===== config.mk =====
export PLATFORM = sky130hd
export DESIGN_NAME = circle_waypoint_sequencer_top
export DESIGN_NICKNAME = d
export VERILOG_FILES = /design/src/design/cws_pkg.sv /design/src/design/circle_waypoint_sequencer_top.sv
export SDC_FILE = /design/constraint.sdc
export NUM_CORES = 2
export LEC_CHECK = 0
export BUFFER_PORTS_ARGS = -buffer_cell sky130_fd_sc_hd__buf_4
export CAP_MARGIN = 20
export CORE_MARGIN = 2
export CORE_UTILIZATION = 50
export CTS_CLUSTER_SIZE = 28
export DETAILED_ROUTE_END_ITERATION = 16
export HOLD_SLACK_MARGIN = 0.05
export MAX_ROUTING_LAYER = met4
export PLACE_DENSITY = 0.66
export RECOVER_POWER = 100
export SLEW_MARGIN = 10
export SYNTH_ARGS = -nofsm -noshare
export SYNTH_HDL_FRONTEND = slang
export SYNTH_SLANG_ARGS = --single-unit

===== constraint.sdc =====
create_clock -name clk -period 26.9 [get_ports clk]
set_input_delay 5.38 -clock clk [delete_from_list [all_inputs] [get_ports clk]]
set_output_delay 5.38 -clock clk [all_outputs]
set_load 0.02 [all_outputs]

===== src/design/cws_pkg.sv =====
`timescale 1ns / 1ps
`default_nettype none

package cws_pkg;

    localparam int COORD_BITS   = 32;
    localparam int COUNT_BITS   = 16;
    localparam int RADIUS_BITS  = COORD_BITS - 1;
    localparam int PHASE_BITS   = 32;
    localparam int CORDIC_STEPS = 30;
    localparam int VEC_BITS     = 34;
    localparam int ANG_BITS     = 33;
    localparam int ACC_BITS     = 64;
    localparam int CFG_IDX_BITS = 3;
    localparam int STEP_BITS    = 5;

    localparam logic [CFG_IDX_BITS-1:0] REG_CENTER_X = 3'd0;
    localparam logic [CFG_IDX_BITS-1:0] REG_CENTER_Y = 3'd1;
    localparam logic [CFG_IDX_BITS-1:0] REG_CENTER_Z = 3'd2;
    localparam logic [CFG_IDX_BITS-1:0] REG_RADIUS   = 3'd3;
    localparam logic [CFG_IDX_BITS-1:0] REG_COUNT    = 3'd4;

    localparam logic signed [COORD_BITS-1:0] CENTER_X_RST = 32'sd26214;
    localparam logic signed [COORD_BITS-1:0] CENTER_Y_RST = 32'sd0;
    localparam logic signed [COORD_BITS-1:0] CENTER_Z_RST = 32'sd32768;
    localparam logic [RADIUS_BITS-1:0]       RADIUS_RST   = 31'd9830;
    localparam logic [COUNT_BITS-1:0]        COUNT_RST    = 16'd36;

    localparam logic signed [VEC_BITS-1:0] CORDIC_GAIN = 34'sd652032874;

    typedef enum logic [1:0] {
        KIND_SPEED = 2'd0,
        KIND_POSE  = 2'd1,
        KIND_HOME  = 2'd2
    } cmd_kind_t;

    typedef enum logic [2:0] {
        PH_IDLE        = 3'd0,
        PH_GO_CENTER   = 3'd1,
        PH_WAIT_CENTER = 3'd2,
        PH_DRAW        = 3'd3,
        PH_WAIT_STEP   = 3'd4,
        PH_DONE        = 3'd5
    } phase_t;

    typedef enum logic [2:0] {
        SQ_READY = 3'd0,
        SQ_DIV   = 3'd1,
        SQ_ROT   = 3'd2,
        SQ_MAP   = 3'd3,
        SQ_MUL   = 3'd4
    } seq_t;

    // atan(2^-k) in 2^-32 turn units
    function automatic logic [29:0] atan_turn(input logic [STEP_BITS-1:0] k);
        logic [29:0] a;
        case (k)
            5'd0:    a = 30'd536870912;
            5'd1:    a = 30'd316933406;
            5'd2:    a = 30'd167458907;
            5'd3:    a = 30'd85004756;
            5'd4:    a = 30'd42667331;
            5'd5:    a = 30'd21354465;
            5'd6:    a = 30'd10679838;
            5'd7:    a = 30'd5340245;
            5'd8:    a = 30'd2670163;
            5'd9:    a = 30'd1335087;
            5'd10:   a = 30'd667544;
            5'd11:   a = 30'd333772;
            5'd12:   a = 30'd166886;
            5'd13:   a = 30'd83443;
            5'd14:   a = 30'd41722;
            5'd15:   a = 30'd20861;
            5'd16:   a = 30'd10430;
            5'd17:   a = 30'd5215;
            5'd18:   a = 30'd2608;
            5'd19:   a = 30'd1304;
            5'd20:   a = 30'd652;
            5'd21:   a = 30'd326;
            5'd22:   a = 30'd163;
            5'd23:   a = 30'd81;
            5'd24:   a = 30'd41;
            5'd25:   a = 30'd20;
            5'd26:   a = 30'd10;
            5'd27:   a = 30'd5;
            5'd28:   a = 30'd3;
            5'd29:   a = 30'd1;
            default: a = 30'd0;
        endcase
        return a;
    endfunction

endpackage

`default_nettype wire


===== src/design/circle_waypoint_sequencer_top.sv =====
// Channel   Signals                                   Dir   Word
// item      item_valid, item_stall, start_req,        in    one tick
//           ee_reached
// cmd       cmd_valid, cmd_stall, cmd_kind,           out   one command
//           target_x, pose_y/z, waypoint_index, finished
// cfg       cfg_we, cfg_index, cfg_data               in    register write
//
// A tick that draws a waypoint keeps item_stall high before its word is offered,
// through 32 steps of the radix-2 phase divider, 30 steps of the CORDIC rotation
// loop, a single quadrant map step and 6 steps on the shared multiplier and adder.
// A tick that issues a word then waits until the word is taken.
// item_stall is high while a tick is at work or a command word waits.
// rst_n clears phase, counter and handshake state and reloads the registers.
`timescale 1ns / 1ps
`default_nettype none

module circle_waypoint_sequencer_top
    import cws_pkg::*;
(
    input  wire logic                           clk,
    input  wire logic                           rst_n,
    input  wire logic                           item_valid,
    output      logic                           item_stall,
    input  wire logic                           start_req,
    input  wire logic                           ee_reached,
    output      logic                           cmd_valid,
    input  wire logic                           cmd_stall,
    output      logic [1:0]                     cmd_kind,
    output      logic signed [COORD_BITS-1:0]   target_x,
    output      logic signed [COORD_BITS-1:0]   pose_y,
    output      logic signed [COORD_BITS-1:0]   pose_z,
    output      logic [COUNT_BITS-1:0]          waypoint_index,
    output      logic                           finished,
    input  wire logic                           cfg_we,
    input  wire logic [CFG_IDX_BITS-1:0]        cfg_index,
    input  wire logic [COORD_BITS-1:0]          cfg_data
);

    localparam logic signed [ACC_BITS-1:0]     ROUND_HALF = 64'sd536870912;
    localparam logic signed [COORD_BITS-1:0]   COORD_MAX  = 32'sh7FFF_FFFF;
    localparam logic signed [COORD_BITS-1:0]   COORD_MIN  = 32'sh8000_0000;
    localparam logic [STEP_BITS-1:0] DIV_LAST = STEP_BITS'(PHASE_BITS - 1);
    localparam logic [STEP_BITS-1:0] ROT_LAST = STEP_BITS'(CORDIC_STEPS - 1);
    localparam logic [STEP_BITS-1:0] MUL_LO_Y  = 5'd0;
    localparam logic [STEP_BITS-1:0] MUL_HI_Y  = 5'd1;
    localparam logic [STEP_BITS-1:0] MUL_SUM_Y = 5'd2;
    localparam logic [STEP_BITS-1:0] MUL_LO_Z  = 5'd3;
    localparam logic [STEP_BITS-1:0] MUL_HI_Z  = 5'd4;
    localparam logic [STEP_BITS-1:0] MUL_SUM_Z = 5'd5;

    // configuration
    logic signed [COORD_BITS-1:0] cx_reg, cy_reg, cz_reg;
    logic [RADIUS_BITS-1:0]       rad_reg;
    logic [COUNT_BITS-1:0]        pc_reg;

    // control
    phase_t                 phase_reg, phase_next;
    seq_t                   seq_reg, seq_next;
    logic [COUNT_BITS-1:0]  count_reg, count_next;
    logic [STEP_BITS-1:0]   step_reg, step_next;
    logic                   out_valid_reg, out_valid_next;

    // datapath
    logic [COUNT_BITS-1:0]          rem_reg, rem_next;
    logic [PHASE_BITS-1:0]          quo_reg, quo_next;
    logic signed [VEC_BITS-1:0]     x_reg, x_next, y_reg, y_next;
    logic signed [ANG_BITS-1:0]     z_reg, z_next;
    logic [1:0]                     quad_reg, quad_next;
    logic signed [VEC_BITS-1:0]     co_reg, co_next, si_reg, si_next;
    logic signed [ACC_BITS-1:0]     acc_reg, acc_next;

    // command word
    cmd_kind_t                      kind_reg, kind_next;
    logic signed [COORD_BITS-1:0]   tx_reg, tx_next, ty_reg, ty_next, tz_reg, tz_next;
    logic [COUNT_BITS-1:0]          idx_reg, idx_next;
    logic                           fin_reg, fin_next;

    logic                           item_take;
    logic                           cmd_take;
    logic [COUNT_BITS:0]            rem_dbl;
    logic [COUNT_BITS:0]            rem_diff;
    logic                           rem_ge;
    logic signed [VEC_BITS-1:0]     dx, dy;
    logic signed [ANG_BITS-1:0]     atan_ext;
    logic signed [16:0]             mul_a;
    logic signed [VEC_BITS-1:0]     mul_b;
    logic signed [16+VEC_BITS:0]    prod;
    logic signed [ACC_BITS-1:0]     prod_ext;
    logic signed [VEC_BITS-1:0]     offset;
    logic signed [COORD_BITS-1:0]   sum_base;
    logic signed [COORD_BITS+2:0]   sum_wide;
    logic signed [COORD_BITS-1:0]   sum_sat;
    logic                           mul_hi, mul_use_si;

    assign item_take = item_valid && !item_stall;
    assign cmd_take  = cmd_valid && !cmd_stall;

    assign item_stall     = (seq_reg != SQ_READY) || out_valid_reg;
    assign cmd_valid      = out_valid_reg;
    assign cmd_kind       = kind_reg;
    assign target_x       = tx_reg;
    assign pose_y         = ty_reg;
    assign pose_z         = tz_reg;
    assign waypoint_index = idx_reg;
    assign finished       = fin_reg;

    // restoring divide step
    assign rem_dbl  = {rem_reg, 1'b0};
    assign rem_ge   = rem_dbl >= {1'b0, pc_reg};
    assign rem_diff = rem_dbl - {1'b0, pc_reg};

    // CORDIC micro-rotation
    assign dx       = y_reg >>> step_reg;
    assign dy       = x_reg >>> step_reg;
    assign atan_ext = {3'b000, atan_turn(step_reg)};

    // radius times trig in two slices, a low 16-bit and a high 15-bit one
    assign mul_hi     = (step_reg == MUL_HI_Y) || (step_reg == MUL_HI_Z);
    assign mul_use_si = (step_reg == MUL_LO_Z) || (step_reg == MUL_HI_Z)
                        || (step_reg == MUL_SUM_Z);
    assign mul_a = mul_hi ? $signed({2'b00, rad_reg[RADIUS_BITS-1:16]})
                          : $signed({1'b0, rad_reg[15:0]});
    assign mul_b = mul_use_si ? si_reg : co_reg;
    assign prod  = mul_a * mul_b;
    assign prod_ext = ACC_BITS'(prod);

    assign offset   = acc_reg[ACC_BITS-1:30];
    assign sum_base = mul_use_si ? cz_reg : cy_reg;
    assign sum_wide = (COORD_BITS+3)'(sum_base) + (COORD_BITS+3)'(offset);

    always_comb
    begin
        if (sum_wide[COORD_BITS+2:COORD_BITS-1] == '0
            || sum_wide[COORD_BITS+2:COORD_BITS-1] == '1)
        begin
            sum_sat = sum_wide[COORD_BITS-1:0];
        end
        else if (sum_wide[COORD_BITS+2])
        begin
            sum_sat = COORD_MIN;
        end
        else
        begin
            sum_sat = COORD_MAX;
        end
    end

    always_comb
    begin
        phase_next     = phase_reg;
        seq_next       = seq_reg;
        count_next     = count_reg;
        step_next      = step_reg;
        out_valid_next = out_valid_reg;
        rem_next       = rem_reg;
        quo_next       = quo_reg;
        x_next         = x_reg;
        y_next         = y_reg;
        z_next         = z_reg;
        quad_next      = quad_reg;
        co_next        = co_reg;
        si_next        = si_reg;
        acc_next       = acc_reg;
        kind_next      = kind_reg;
        tx_next        = tx_reg;
        ty_next        = ty_reg;
        tz_next        = tz_reg;
        idx_next       = idx_reg;
        fin_next       = fin_reg;

        if (cmd_take)
        begin
            out_valid_next = 1'b0;
        end

        case (seq_reg)
            SQ_READY:
            begin
                if (item_take)
                begin
                    case (phase_reg)
                        PH_IDLE:
                        begin
                            if (start_req)
                            begin
                                count_next     = '0;
                                phase_next     = PH_GO_CENTER;
                                out_valid_next = 1'b1;
                                kind_next      = KIND_SPEED;
                                tx_next        = '0;
                                ty_next        = '0;
                                tz_next        = '0;
                                idx_next       = '0;
                                fin_next       = 1'b0;
                            end
                        end
                        PH_GO_CENTER:
                        begin
                            phase_next     = PH_WAIT_CENTER;
                            out_valid_next = 1'b1;
                            kind_next      = KIND_POSE;
                            tx_next        = cx_reg;
                            ty_next        = cy_reg;
                            tz_next        = cz_reg;
                            idx_next       = '0;
                            fin_next       = 1'b0;
                        end
                        PH_WAIT_CENTER:
                        begin
                            if (ee_reached)
                            begin
                                phase_next = PH_DRAW;
                            end
                        end
                        PH_DRAW:
                        begin
                            if (count_reg >= pc_reg)
                            begin
                                phase_next     = PH_DONE;
                                out_valid_next = 1'b1;
                                kind_next      = KIND_HOME;
                                tx_next        = '0;
                                ty_next        = '0;
                                tz_next        = '0;
                                idx_next       = '0;
                                fin_next       = 1'b1;
                            end
                            else
                            begin
                                rem_next  = count_reg;
                                quo_next  = '0;
                                step_next = '0;
                                seq_next  = SQ_DIV;
                            end
                        end
                        PH_WAIT_STEP:
                        begin
                            if (ee_reached)
                            begin
                                phase_next = PH_DRAW;
                            end
                        end
                        default:
                        begin
                            phase_next = phase_reg;
                        end
                    endcase
                end
            end
            SQ_DIV:
            begin
                if (rem_ge)
                begin
                    rem_next = rem_diff[COUNT_BITS-1:0];
                end
                else
                begin
                    rem_next = rem_dbl[COUNT_BITS-1:0];
                end
                quo_next  = {quo_reg[PHASE_BITS-2:0], rem_ge};
                step_next = step_reg + STEP_BITS'(1);
                if (step_reg == DIV_LAST)
                begin
                    step_next = '0;
                    seq_next  = SQ_ROT;
                    x_next    = CORDIC_GAIN;
                    y_next    = '0;
                    z_next    = $signed({3'b000, quo_next[29:0]});
                    quad_next = quo_next[PHASE_BITS-1:PHASE_BITS-2];
                end
            end
            SQ_ROT:
            begin
                if (!z_reg[ANG_BITS-1])
                begin
                    x_next = x_reg - dx;
                    y_next = y_reg + dy;
                    z_next = z_reg - atan_ext;
                end
                else
                begin
                    x_next = x_reg + dx;
                    y_next = y_reg - dy;
                    z_next = z_reg + atan_ext;
                end
                step_next = step_reg + STEP_BITS'(1);
                if (step_reg == ROT_LAST)
                begin
                    step_next = '0;
                    seq_next  = SQ_MAP;
                end
            end
            SQ_MAP:
            begin
                case (quad_reg)
                    2'd0:
                    begin
                        co_next = x_reg;
                        si_next = y_reg;
                    end
                    2'd1:
                    begin
                        co_next = -y_reg;
                        si_next = x_reg;
                    end
                    2'd2:
                    begin
                        co_next = -x_reg;
                        si_next = -y_reg;
                    end
                    default:
                    begin
                        co_next = y_reg;
                        si_next = -x_reg;
                    end
                endcase
                seq_next = SQ_MUL;
            end
            SQ_MUL:
            begin
                step_next = step_reg + STEP_BITS'(1);
                case (step_reg)
                    MUL_LO_Y, MUL_LO_Z:
                    begin
                        acc_next = prod_ext + ROUND_HALF;
                    end
                    MUL_HI_Y, MUL_HI_Z:
                    begin
                        acc_next = acc_reg + (prod_ext <<< 16);
                    end
                    MUL_SUM_Y:
                    begin
                        ty_next = sum_sat;
                    end
                    MUL_SUM_Z:
                    begin
                        tz_next        = sum_sat;
                        tx_next        = cx_reg;
                        kind_next      = KIND_POSE;
                        idx_next       = count_reg + COUNT_BITS'(1);
                        fin_next       = 1'b0;
                        count_next     = count_reg + COUNT_BITS'(1);
                        phase_next     = PH_WAIT_STEP;
                        out_valid_next = 1'b1;
                        step_next      = '0;
                        seq_next       = SQ_READY;
                    end
                    default:
                    begin
                        step_next = '0;
                        seq_next  = SQ_READY;
                    end
                endcase
            end
            default:
            begin
                seq_next = SQ_READY;
            end
        endcase
    end

    always_ff @(posedge clk or negedge rst_n)
    begin
        if (!rst_n)
        begin
            phase_reg     <= PH_IDLE;
            seq_reg       <= SQ_READY;
            count_reg     <= '0;
            step_reg      <= '0;
            out_valid_reg <= 1'b0;
        end
        else
        begin
            phase_reg     <= phase_next;
            seq_reg       <= seq_next;
            count_reg     <= count_next;
            step_reg      <= step_next;
            out_valid_reg <= out_valid_next;
        end
    end

    always_ff @(posedge clk or negedge rst_n)
    begin
        if (!rst_n)
        begin
            cx_reg  <= CENTER_X_RST;
            cy_reg  <= CENTER_Y_RST;
            cz_reg  <= CENTER_Z_RST;
            rad_reg <= RADIUS_RST;
            pc_reg  <= COUNT_RST;
        end
        else if (cfg_we)
        begin
            case (cfg_index)
                REG_CENTER_X: cx_reg  <= $signed(cfg_data);
                REG_CENTER_Y: cy_reg  <= $signed(cfg_data);
                REG_CENTER_Z: cz_reg  <= $signed(cfg_data);
                REG_RADIUS:   rad_reg <= cfg_data[RADIUS_BITS-1:0];
                REG_COUNT:    pc_reg  <= cfg_data[COUNT_BITS-1:0];
                default:
                begin
                    cx_reg <= cx_reg;
                end
            endcase
        end
    end

    always_ff @(posedge clk)
    begin
        rem_reg  <= rem_next;
        quo_reg  <= quo_next;
        x_reg    <= x_next;
        y_reg    <= y_next;
        z_reg    <= z_next;
        quad_reg <= quad_next;
        co_reg   <= co_next;
        si_reg   <= si_next;
        acc_reg  <= acc_next;
        kind_reg <= kind_next;
        tx_reg   <= tx_next;
        ty_reg   <= ty_next;
        tz_reg   <= tz_next;
        idx_reg  <= idx_next;
        fin_reg  <= fin_next;
    end

endmodule

`default_nettype wire


======== Word-level counts from Yosys, hierarchy flattened ========
Memories as Yosys holds them, arrays and structs flattened.
Index checks and enable logic that the tools add are counted.
word-level totals
  bits in registers ....................... 568
  bits in latches ......................... 0
  RAM bits ................................ 0
  ROM bits ................................ 960
  input port bits ......................... 42
  output and inout port bits .............. 117
  word-level logic and storage cells ...... 211
  memories ................................ 1
operators by class
  add/subtract/negate cells ............... 14
  $mul .................................... 1
  div/mod/pow operators ................... 0
  order comparisons ....................... 2
  equal/unequal tests ..................... 37
  shifts and indexed selects .............. 2
  multiplexer cells ....................... 89
  bitwise logic cells ..................... 0
  reductions and logical operators ........ 40
memories
  memory            depth  bits a word  read ports  clocked after memory_dff  wr ports  line           source
  (name not given)  32     30           1           0                         0         cws_pkg.sv:57  case (k)
operators with widths
  operator                  number
  $mux W32                  11
  $pmux W32 S3              3
  $pmux W34 S3              2
  $pmux W32 S2              3
  $mux W16                  11
  $mux W34                  5
  $pmux W34 S2              2
  $pmux W64 S2              1
  $pmux W16 S2              3
  $mux W31                  3
  $add A34 B34 Y34          2
  $neg A34 Y34              2
  $sshr A34 B5 Y34          2
  $sub A34 B34 Y34          2
  $mux W33                  2
  $pmux W33 S2              1
  $add A64 B64 Y64          1
  $pmux W31 S2              1
  $add A51 B31 Y52 const B  1
  $mul A17 B34 Y51          1
  $pmux W16 S3              1
  $add A32 B34 Y35          1
  $add A33 B31 Y33          1
  $mux W3                   11
  other kinds (49)          112

======== Longest topological paths before layout ========
  depth after elaboration ................. 10
  mapped depth ............................ 51
  depth with buffers taken out ............ 40

======== Worst setup path before layout ========
Ideal clock, no wire load.
  path type ............................... in2reg
  from .................................... in item_valid
  to ...................................... reg kind_reg[0] (netlist: cmd_kind[0]), enable pin
  setup time .............................. 0.639 ns
  data arrival time ....................... 11.556 ns
  data required time ...................... 26.261 ns
  slack ................................... 14.705 ns
  stages on the path ...................... 3
  path buffers ............................ 0
  path through ............................ inv_1 > or2_2 > o21ai_0
on the way
  longest elaborated chain between the ends .. 3
ends and longest elaborated chain
  item                         line                                  source
  from (decl)                  circle_waypoint_sequencer_top.sv:22   input wire logic item_valid,
  $logic_and A1 B1 Y1          circle_waypoint_sequencer_top.sv:95   assign item_take = item_valid && !item_stall;
  $ne A2 B2 Y1 (no line)       --
  $reduce_and A6 Y1 (no line)  --
  to (signal assigned)         circle_waypoint_sequencer_top.sv:419  kind_reg <= kind_next;
  to (decl)                    circle_waypoint_sequencer_top.sv:73   cmd_kind_t kind_reg, kind_next;
No other way between the ends.
A chain may end at the register's enable or synchronous reset.

======== Worst setup path in the final report ========
  from .................................... reg step_reg[0]
  to ...................................... reg acc_reg[60] (data pin)
on the way
  longest elaborated chain between the ends .. 7
  elaborated cells on any way between the ends .. 16
  those cells by class .................... add/sub (2); mul (1); eq/ne (4); mux (3); reduce/logical (6)
ends and longest elaborated chain
  item                                                  line                                                                                                              source
  from (decl)                                           circle_waypoint_sequencer_top.sv:60                                                                               logic [STEP_BITS-1:0] step_reg, step_next;
  from (signal assigned)                                circle_waypoint_sequencer_top.sv:377                                                                              step_reg <= step_next;
  $eq A5 B2 Y1 or $eq A5 B3 Y1 (tied branches)          circle_waypoint_sequencer_top.sv:119, circle_waypoint_sequencer_top.sv:322, circle_waypoint_sequencer_top.sv:118
  $logic_or A1 B1 Y1                                    circle_waypoint_sequencer_top.sv:119                                                                              assign mul_use_si = (step_reg == MUL_LO_Z) || (step_reg == MUL_HI_Z)
  $logic_or A1 B1 Y1                                    circle_waypoint_sequencer_top.sv:120                                                                              || (step_reg == MUL_SUM_Z);
  $mux W34                                              circle_waypoint_sequencer_top.sv:123                                                                              assign mul_b = mul_use_si ? si_reg : co_reg;
  $mul A17 B34 Y51                                      circle_waypoint_sequencer_top.sv:124                                                                              assign prod = mul_a * mul_b;
  $add A64 B64 Y64 or $add A51 B31 Y52 (tied branches)  circle_waypoint_sequencer_top.sv:329, circle_waypoint_sequencer_top.sv:325
  $pmux W64 S2 (*)                                      circle_waypoint_sequencer_top.sv:322                                                                              case (step_reg)
  to (signal assigned)                                  circle_waypoint_sequencer_top.sv:418                                                                              acc_reg <= acc_next;
  to (decl)                                             circle_waypoint_sequencer_top.sv:70                                                                               logic signed [ACC_BITS-1:0] acc_reg, acc_next;
Every way passes the cells marked *; elsewhere a longest branch is shown, timed or not.

==> qor.yml <==
dr.pass1.iters: 6
cts_sinks: 552
synth_compound_area_frac: 0.1246
synth-edff-count: 381
wire_per_inst_um: 22.73
grt_max_degree: 99
viasPerCell: 5.976
gp_congestion: 0.9849
port_buffers: 158
async_flop_share: 0.3098
netlist_instances: 6713
coreArea_sq_um: 123300
ys_ff_latch: 552
violations: "max-capacitance violations, max-slew violations"
ys.flop_type: "edfxtp_1"
hold_path.class: "reg -> reg"
status: "complete, but fails checks"
start_util: 0.5022
clock-skew-final_ns: 0.03506
hold_violations: 0
hold_start: "quo_reg[30]"
finalMaxSlewViolations: 1055
die_x_um: 355.9
synth_top_family_by_area: "adder cells"
row_count: 129
grt_first_pass_wirelength_um: 295300
grt_pass1_vias: 49530
clk_pin_slew_ns: 0.07
crit_required_ns: 27.29
critPathKind: "reg -> reg"
syn-num-nets: 7630
fin_crit_ns: 16.97
max-slew-margin-rel: -2.059
finalSetupViolations: 0
postCtsSetupBuffers: 0
fin_crit_sh: 0.6308
setup-tns-final_ns: 0
htreeDepth: 3
cts_buffers: 68
synth.most_common_cell: "nand2_1"
clkLatencyLatePin_ns: 0.68
grt.busiest_layer: "met2"
ioPinCount: 159
drv_cap: 21
ys.warnings.count: 0
yosys.area_share.simple: 0.1541
drive_above_1_share: 0.08653
cp_data_arrival_time_ns: 17.36
r2r_start: "step_reg[0]"
antenna_found_initial: 5
largest_reg_flops: 48
grt_setup_unrepaired: "no"
hold_buffers: 0
ctsResizeCount: 0
synthTopCellsByCount: "nand2_1, inv_1, nor2_1"
synth_area_sq_um: 61920
crit_path_max_incr_delay_ns: 2.39
synth_top_cell_area_share: 0.1848
die_h_um: 355.9
tightest_slew_ns: 4.540
end_kind: "flip-flop"
synthDistinctLibCells: 105
synthXorXnorAreaFrac: 0.05785
root_buffer: "clkbuf_16"
crit_start: "step_reg[0]"
syn_avg_cell_area_sq_um: 9.224
overflow: 0
grt_use_met2: 0.4760
synth_area_leaders: "edfxtp_1, fa_1, ha_1, dfrtp_1, nand2_1"
yosysTopAreaCell: "edfxtp_1"
synthAdderAreaFrac: 0.2402
initialDrtViolationCount: 4379
globalRouteTotalUtil: 0.3090
gr-usage-met3: 0.04036
drc: 0
fmax_mhz: 58.93
vias: 50010
synthMuxAreaShare: 0.09673
ant_nets: 0
gr-usage-met1: 0.4217
critPathSlowestCell: "clkbuf_1"
start_kind: "flip-flop"
critPathMaxFanout: 58
cts_tree: "done"
path_common_cell: "fa_1"
syn2layout_area_growth_pct: 6.415
die_area_sq_um: 126700
nets: 7588
synth-seq-area-share: 0.2542
drt-total-wl_um: 190200
clock_path_buffers: 3
hpwl_um: 146500
[cells by family after synthesis]
| family | count (synthesis) |
|---|---|
| AND/OR/NAND/NOR | 2114 |
| AO/OA/AOI/OAI | 1234 |
| buffers and inverters | 1080 |
| adder cells (fa/ha/maj) | 875 |
| flip-flops | 552 |
| multiplexers | 449 |
| XOR/XNOR | 409 |
[layout by cell type (no fill, tap or decap), types with 137 or more instances in the layout]
cell type,Yosys,routed
a21o_1,137,137
a21oi_1,369,367
clkbuf_1,251,156
dfrtp_1,153,149
edfxtp_1,381,381
fa_1,523,523
ha_1,352,352
inv_1,728,728
mux2_2,245,240
nand2_1,844,842
nand3_1,140,140
nor2_1,591,589
o21ai_0,302,304
xnor2_1,240,240
xor2_1,169,169
[final timing paths]
kind,to,slack (ns),cells past startpoint
setup reg to reg,acc_reg[60],9.93,36
min in group asynchronous,cx_reg[22],5.27,1
hold reg to reg,quad_reg[1],0.44,0
hold / removal,quad_reg[1],0.44,0
setup / recovery,acc_reg[60],9.93,36
max in group asynchronous,step_reg[2],13.74,3
[area by class of cell]
type                            instances  area [sq um]
Fill cell                           11380         57420
Multi-Input combinational cell       5081         41830
Sequential cell                       552         15750
Inverter                              733          2751
Tap cell                             1637          2048
Clock buffer                           88          1889
Timing Repair Buffer                  235          1217
Clock inverter                         37         392.9
Antenna cell                            6         15.01
[through the flow]
step / util / instance area [sq um] / hold slack, ns / std cells / worst slack [ns]
after global routing: 0.5343 / 65890 / 0.4366 / 8367 / 8.743
final: 0.5344 / 65890 / 0.4365 / 8369 / 9.931
after global placement: 0.5206 / 64200 / 0.4011 / 8236 / 13.57
after CTS: 0.5392 / 66490 / 0.4387 / 8362 / 13.47
after floorplan: - / 61920 / 0.4003 / 6713 / 14.71
after detailed placement: 0.5206 / 64200 / 0.4251 / 8237 / 13.51
[routing by layer]
metal | share of wire | up-vias | routed length (um)
li1 | - | 22830 | -
met5 | 0 | - | 0
met2 | 0.46 | 1900 | 86980
met4 | 0.037 | 0 | 7011
met1 | 0.44 | 24890 | 83170
met3 | 0.069 | 399 | 13070
[critical path, delay by kind of cell, from the launching register on]
family	cells	cell delay (ns)
buffers and inverters	7	5.68
xor gates and xnor gates	1	0.16
adders and majority gates	9	4.46
and+or+nand+nor	7	1.43
muxes	1	0.86
DFF	1	1.19
AOI/OAI and AO/OA	11	2.84
Power is left out: the tool's default activity adds up to more than one toggle a clock period on the data nets, which glitch-free logic cannot reach.
